--- src/rtl/core/bbht_pkg.sv ---
`default_nettype none

package bbht_pkg;

   localparam int BLOCK_SIDE  = 64;
   localparam int STORE_DEPTH = BLOCK_SIDE * BLOCK_SIDE;
   localparam int ADDR_W      = $clog2(STORE_DEPTH);

   localparam int PIX_W   = 8;
   localparam int SPAN_W  = 6;
   localparam int THR_W   = 12;
   localparam int COUNT_W = 13;
   localparam int DEN_W   = 2 * SPAN_W;
   localparam int STEP_W  = 16;
   localparam int NUM_W   = 22;

   localparam logic [COUNT_W-1:0] COUNT_MAX       = '1;
   localparam logic [THR_W-1:0]   THRESHOLD_RESET = 12'd160;

   // corner codes, top-left first in raster order
   localparam logic [1:0] CORNER_TL = 2'd0;
   localparam logic [1:0] CORNER_TR = 2'd1;
   localparam logic [1:0] CORNER_BL = 2'd2;
   localparam logic [1:0] CORNER_BR = 2'd3;

   typedef enum logic [2:0] {
      ST_LOAD,
      ST_CORNER,
      ST_SETUP0,
      ST_SETUP1,
      ST_SCAN,
      ST_DRAIN,
      ST_DONE
   } state_type;

   typedef struct packed {
      logic       corner_rd;
      logic [1:0] corner_sel;
      logic       setup0;
      logic       setup1;
      logic       issue;
      logic       row_end;
   } eval_ctrl_type;

endpackage

`default_nettype wire

--- src/rtl/core/bbht_eval.sv ---
`default_nettype none

module bbht_eval (
   input  logic                          clock,
   input  logic                          reset,
   input  bbht_pkg::eval_ctrl_type       ctrl,
   input  logic [bbht_pkg::SPAN_W-1:0]   span_x,
   input  logic [bbht_pkg::SPAN_W-1:0]   span_y,
   input  logic [bbht_pkg::THR_W-1:0]    threshold,
   input  logic [bbht_pkg::PIX_W-1:0]    rd_data,
   output logic                          split
);
   import bbht_pkg::*;

   localparam int PROD_W = PIX_W + DEN_W;
   localparam int TDEN_W = THR_W + DEN_W;
   localparam int DIFF_W = NUM_W + 1;
   localparam int CMP_W  = DIFF_W + 4;

   logic [PIX_W-1:0] g_tl_ff, g_tr_ff, g_bl_ff, g_br_ff;
   logic             corner_vld_ff;
   logic [1:0]       corner_sel_ff;

   logic [SPAN_W-1:0] ex, ey;
   logic [DEN_W-1:0]  den;
   logic signed [PIX_W:0]    d_tl_bl, d_tl_tr, d_tr_br;
   logic signed [STEP_W-1:0] row_step, col_init, col_delta;

   logic [DEN_W-1:0]         den_ff;
   logic [TDEN_W-1:0]        tden_ff;
   logic signed [STEP_W-1:0] row_step_ff, col_ff, col_delta_ff;
   logic signed [NUM_W-1:0]  row_ff, num_ff, row_next;

   logic [PROD_W-1:0] base, prod;
   logic [TDEN_W-1:0] tden;

   logic                    iss_d1_ff, v2_ff, v3_ff;
   logic signed [NUM_W-1:0] num_d1_ff, num_d2_ff;
   logic [PROD_W-1:0]       prod_ff;
   logic signed [DIFF_W-1:0] diff_ff;
   logic [DIFF_W-1:0]       mag;
   logic [CMP_W-1:0]        scaled;
   logic                    split_ff;

   // a zero span degenerates to one point with unit weight on that axis
   assign ex  = (span_x == '0) ? SPAN_W'(1) : span_x;
   assign ey  = (span_y == '0) ? SPAN_W'(1) : span_y;
   assign den = ex * ey;

   assign d_tl_bl   = $signed({1'b0, g_bl_ff}) - $signed({1'b0, g_tl_ff});
   assign d_tl_tr   = $signed({1'b0, g_tr_ff}) - $signed({1'b0, g_tl_ff});
   assign d_tr_br   = $signed({1'b0, g_br_ff}) - $signed({1'b0, g_tr_ff});
   assign row_step  = d_tl_bl * $signed({1'b0, ex});
   assign col_init  = d_tl_tr * $signed({1'b0, ey});
   assign col_delta = d_tr_br - d_tl_bl;

   assign base     = g_tl_ff * den_ff;
   assign tden     = threshold * den_ff;
   assign prod     = rd_data * den_ff;
   assign row_next = row_ff + row_step_ff;

   assign mag    = diff_ff[DIFF_W-1] ? DIFF_W'(-diff_ff) : DIFF_W'(diff_ff);
   assign scaled = {mag, 4'b0000};

   always_ff @(posedge clock) begin
      if (reset) begin
         corner_vld_ff <= 1'b0;
         iss_d1_ff     <= 1'b0;
         v2_ff         <= 1'b0;
         v3_ff         <= 1'b0;
         split_ff      <= 1'b0;
      end else begin
         corner_vld_ff <= ctrl.corner_rd;
         iss_d1_ff     <= ctrl.issue;
         v2_ff         <= iss_d1_ff;
         v3_ff         <= v2_ff;
         if (ctrl.setup0) begin
            split_ff <= 1'b0;
         end else if (v3_ff && (scaled > CMP_W'(tden_ff))) begin
            split_ff <= 1'b1;
         end
      end
   end

   always_ff @(posedge clock) begin
      corner_sel_ff <= ctrl.corner_sel;
      if (corner_vld_ff) begin
         unique case (corner_sel_ff)
            CORNER_TL: g_tl_ff <= rd_data;
            CORNER_TR: g_tr_ff <= rd_data;
            CORNER_BL: g_bl_ff <= rd_data;
            CORNER_BR: g_br_ff <= rd_data;
            default:   g_tl_ff <= rd_data;
         endcase
      end

      if (ctrl.setup0) begin
         den_ff       <= den;
         row_step_ff  <= row_step;
         col_ff       <= col_init;
         col_delta_ff <= col_delta;
      end

      if (ctrl.setup1) begin
         row_ff  <= $signed(NUM_W'(base));
         num_ff  <= $signed(NUM_W'(base));
         tden_ff <= tden;
      end

      // walk the estimate across the row, restart from the next row base
      if (ctrl.issue) begin
         num_d1_ff <= num_ff;
         if (ctrl.row_end) begin
            row_ff <= row_next;
            num_ff <= row_next;
            col_ff <= col_ff + col_delta_ff;
         end else begin
            num_ff <= num_ff + col_ff;
         end
      end

      if (iss_d1_ff) begin
         prod_ff   <= prod;
         num_d2_ff <= num_d1_ff;
      end

      if (v2_ff) begin
         diff_ff <= num_d2_ff - $signed(DIFF_W'(prod_ff));
      end
   end

   assign split = split_ff;

endmodule

`default_nettype wire

--- config.mk ---
export PLATFORM = sky130hd
export DESIGN_NAME = bbht_eval
export DESIGN_NICKNAME = d
export VERILOG_FILES = /design/src/rtl/core/bbht_pkg.sv /design/src/rtl/core/bbht_eval.sv
export SDC_FILE = /design/constraint.sdc
export NUM_CORES = 2
export LEC_CHECK = 0
export BUFFER_PORTS_ARGS = -buffer_cell sky130_fd_sc_hd__buf_2
export CAP_MARGIN = 20
export CORE_ASPECT_RATIO = 2
export CORE_MARGIN = 8
export CORE_UTILIZATION = 38
export CTS_BUF_LIST = sky130_fd_sc_hd__clkbuf_4 sky130_fd_sc_hd__clkbuf_8
export DETAILED_ROUTE_END_ITERATION = 6
export GPL_TIMING_DRIVEN = 0
export PLACE_DENSITY = 0.63
export SLEW_MARGIN = 20
export SYNTH_ARGS = -nofsm -noshare
export SYNTH_HDL_FRONTEND = slang
export SYNTH_SLANG_ARGS = --single-unit
export TNS_END_PERCENT = 5
--- constraint.sdc ---
create_clock -name clock -period 9.52 [get_ports clock]
set_clock_uncertainty 0.05 [all_clocks]
set_input_delay 0.476 -clock clock [delete_from_list [all_inputs] [get_ports clock]]
set_output_delay 0.476 -clock clock [all_outputs]
set_load 0.005 [all_outputs]
==> impl_summary.txt <==
----------------------------------------------------
[Outcome]
  Outcome ... finished, final reports clean

[Clock network]
  Worst skew pair latency ... 0.60 ns
  H-Tree Depth ... 2
  Num CTS Buffers ... 39
  Post-CTS Setup Inserts ... 0
  Clock root cell ... clkbuf_8
  Sink count of the clock tree ... 248
  Buffers from clock root to sink, at most ... 3
  Clk pin slew, worst setup/hold paths ... 0.07 ns
  CTS tree ... built

[Routing]
  Routed wire length ... 86400 microns
  Antenna violation net count after detailed routing ... 0
  Average via count per standard cell ... 5.23
  First-pass iteration count of the detailed router ... 7
  DR WL/cell ... 20.0 microns
  Total via count in the routed design ... 22600
  Remaining routing DRC violations ... 0
  Detailed router's first-iteration violation count ... 955

[Synthesis]
  Post-synth cell types ... 68
  Part of the Yosys area used for sequential elements ... 23.4%
  Post-Synthesis Mean Instance Area ... 9.41 sq um
  Syn Inst Count ... 3174
  Most frequently used cell type in the post-synthesis netlist ... inv_1
  Most numerous cell types in the synthesized netlist ... 507 x inv_1, 358 x ha_1, 323 x fa_1, 319 x nand2_1, 217 x and2_1
  Post-synthesis cell area ... 29900 sq um
  Share of flip-flops with an asynchronous set or reset after synthesis ... 0%
  Number of enable flip-flop cells after synthesis ... 203
  Register bit total from synthesis ... 248
  Yosys warning total ... 0
  Dominant cells by area after synthesis ... fa_1 22%, edfxtp_1 20%, ha_1 15%
  Cell taking the most area after synthesis ... fa_1
  Proportion of netlist area held by the largest area contributor ... 21.6%
  Post-synth net total ... 3896
  Main flop type after synthesis ... edfxtp_1

[Cells and area]
  Final nets ... 3981
  Final cell count without fillers ... 4322
  Share of post-route cells with drive strength above 1 ... 4.16%
  Fraction of the core area covered by cells at the end of the flow ... 41.5%
  Layout overhead on the synthesized area ... 8.39%

[Die]
  Initial cell density of the core ... 38.3%
  Die extent in x ... 214 microns
  Number of placed I/O pins ... 42
  Die area ... 88400 sq um
  Floorplan core area ... 78000 sq um
  Number of standard-cell rows in the floorplan ... 145
  Die H ... 412 microns

[STA]
  Hold Violations, Final ... 0
  Final count of negative-setup-slack endpoints ... 0
  Hold Worst Slack ... 0.0506 ns
  Maximum clock frequency ... 125 MHz
  Setup repair after global routing missed its margin ... false
  Worst-case headroom to the max-slew limit ... 22.4%
  Post-layout min period ... 7.98 ns
  Worst-margin pin slew ... 1.16 ns
  Final sum of negative setup slack ... 0 ns
  Final count of pins violating max slew ... 0
  Share of the clock period used by the worst path ... 83.8%

[Worst setup path]
  Slowest Stage Delay on Critical Path ... 0.96 ns
  Kind of critical path ... reg -> reg
  Number of cell instances on the worst register-to-register path ... 25
  Data arrival time at the worst-slack endpoint ... 8.28 ns
  Path length in cells of the critical path ... 25
  Number of buffers and inverters on the critical path ... 4
  WP data required ... 9.82 ns
  CP most frequent cell ... fa_1
  Setup crit start kind ... flop
  Critical Path End Type ... flop
  Critical path fanouts, max ... 10
  Family of cells with the greatest summed delay on the critical path ... adder cells
  Slowest-stage cell, CP ... nor3b_1

[Placement]
  Routability congestion estimate from global placement ... 0.996
  Detailed-placement wirelength estimate ... 72600 microns
  Number of cells after detailed placement ... 4245
  Number of buffer cells added on primary ports ... 40

[Hold path]
  Hold path cells ... 2
  Path class of the lowest-slack min-delay path ... in -> reg

[GRT]
  First-pass GRT wire length ... 133000 microns
  Number of antenna violations at the first check in global routing ... 2
  Congestion Overflow GR ... 0
  Vias in the first global route ... 24600
  Global-route usage over all layers ... 19.6%
  Maximum number of pins on one net before global-route repair ... 40

[Job]
  Number of max-capacitance violations reported ... 0

----------------------------------------------------
-- per-layer routing --
| metal | up-vias | track usage [%] | wire, microns |
|---|---|---|---|
| met3 | 298 | 1.94 | 2460 |
| met5 | - | 0 | 0 |
| met2 | 500 | 39.7 | 48300 |
| met1 | 11200 | 15.9 | 26000 |
| li1 | 10600 | - | - |
| met4 | 0 | 18.4 | 9620 |
-- stage by stage --
step | area (sq um) | setup slack, ns
after floorplan | 29900 | 3.14
after global placement | 31400 | 1.71
after detailed placement | 31400 | 1.64
after CTS | 32300 | 1.63
after global routing | 32400 | 0.952
final | 32400 | 1.54
-- logic make-up after synthesis --
logic type,share of synthesized area [%]
AND/OR/NAND/NOR,15.3
adder cells (fa/ha/maj),36.6
buffers and inverters,7.69
AO/OA/AOI/OAI,10.8
flip-flops,23.4
XOR/XNOR,5.10
multiplexers,1.04
-- what timing repair did --
item | in CTS | in global routing
endpoints found under the hold margin | 2 | 0
resized for setup | 0 | 0
hold buffers | 2 | 0
-- sequential cells by signal (all words and copies together) (netlist names) --
register and flops:
col_delta_ff 10, col_ff 16, corner_sel_ff 2, corner_vld_ff 1, den_ff 12, diff_ff 23, g_bl_ff 8, g_br_ff 8
g_tl_ff 8, g_tr_ff 8, iss_d1_ff 1, num_d1_ff 22, num_d2_ff 22, num_ff 22, prod_ff 20, row_ff 22
row_step_ff 16, split 1, tden_ff 24, v2_ff 1, v3_ff 1
-- worst paths after layout --
kind                            slack (ns)                   start                        end
worst max-delay path                  1.54    g_tl_ff[1]$_DFFE_PP_  row_step_ff[15]$_DFFE_PP_
worst min register to register        0.37  num_d1_ff[6]$_DFFE_PP_     num_d2_ff[6]$_DFFE_PP_
worst min-delay path                  0.05                 ctrl[6]   corner_vld_ff$_SDFF_PP0_
worst max register to register        1.54    g_tl_ff[1]$_DFFE_PP_  row_step_ff[15]$_DFFE_PP_
-- layout by cell type (no fill, tap or decap), types with 21 or more instances in the layout --
cell	instances
clkbuf_8	45
dfxtp_1	44
a21o_1	42
clkbuf_1	96
and2_1	217
a21oi_1	147
o21bai_1	21
o21ai_0	112
buf_2	40
ha_1	358
nor3_1	51
a211oi_1	21
edfxtp_1	203
xor2_1	30
inv_1	507
or3_1	21
mux2i_1	30
nand3_1	31
nor2_1	146
xnor2_1	135
nand2_1	319
fa_1	323
nor2b_1	46
o21a_1	33
-- layout make-up --
cell class	instances	area, sq um
repair buffers	44	255
clock buffers	55	694
clock inverters	17	184
inverters	509	1910
flip-flops and latches	248	7000
well taps	1029	1290
diodes	3	7.51
plain buffers	103	387
multi-input cells	2314	20600
fillers	7801	45600
Power is left out: the tool's default activity adds up to more than one toggle a clock period on the data nets, which glitch-free logic cannot reach.
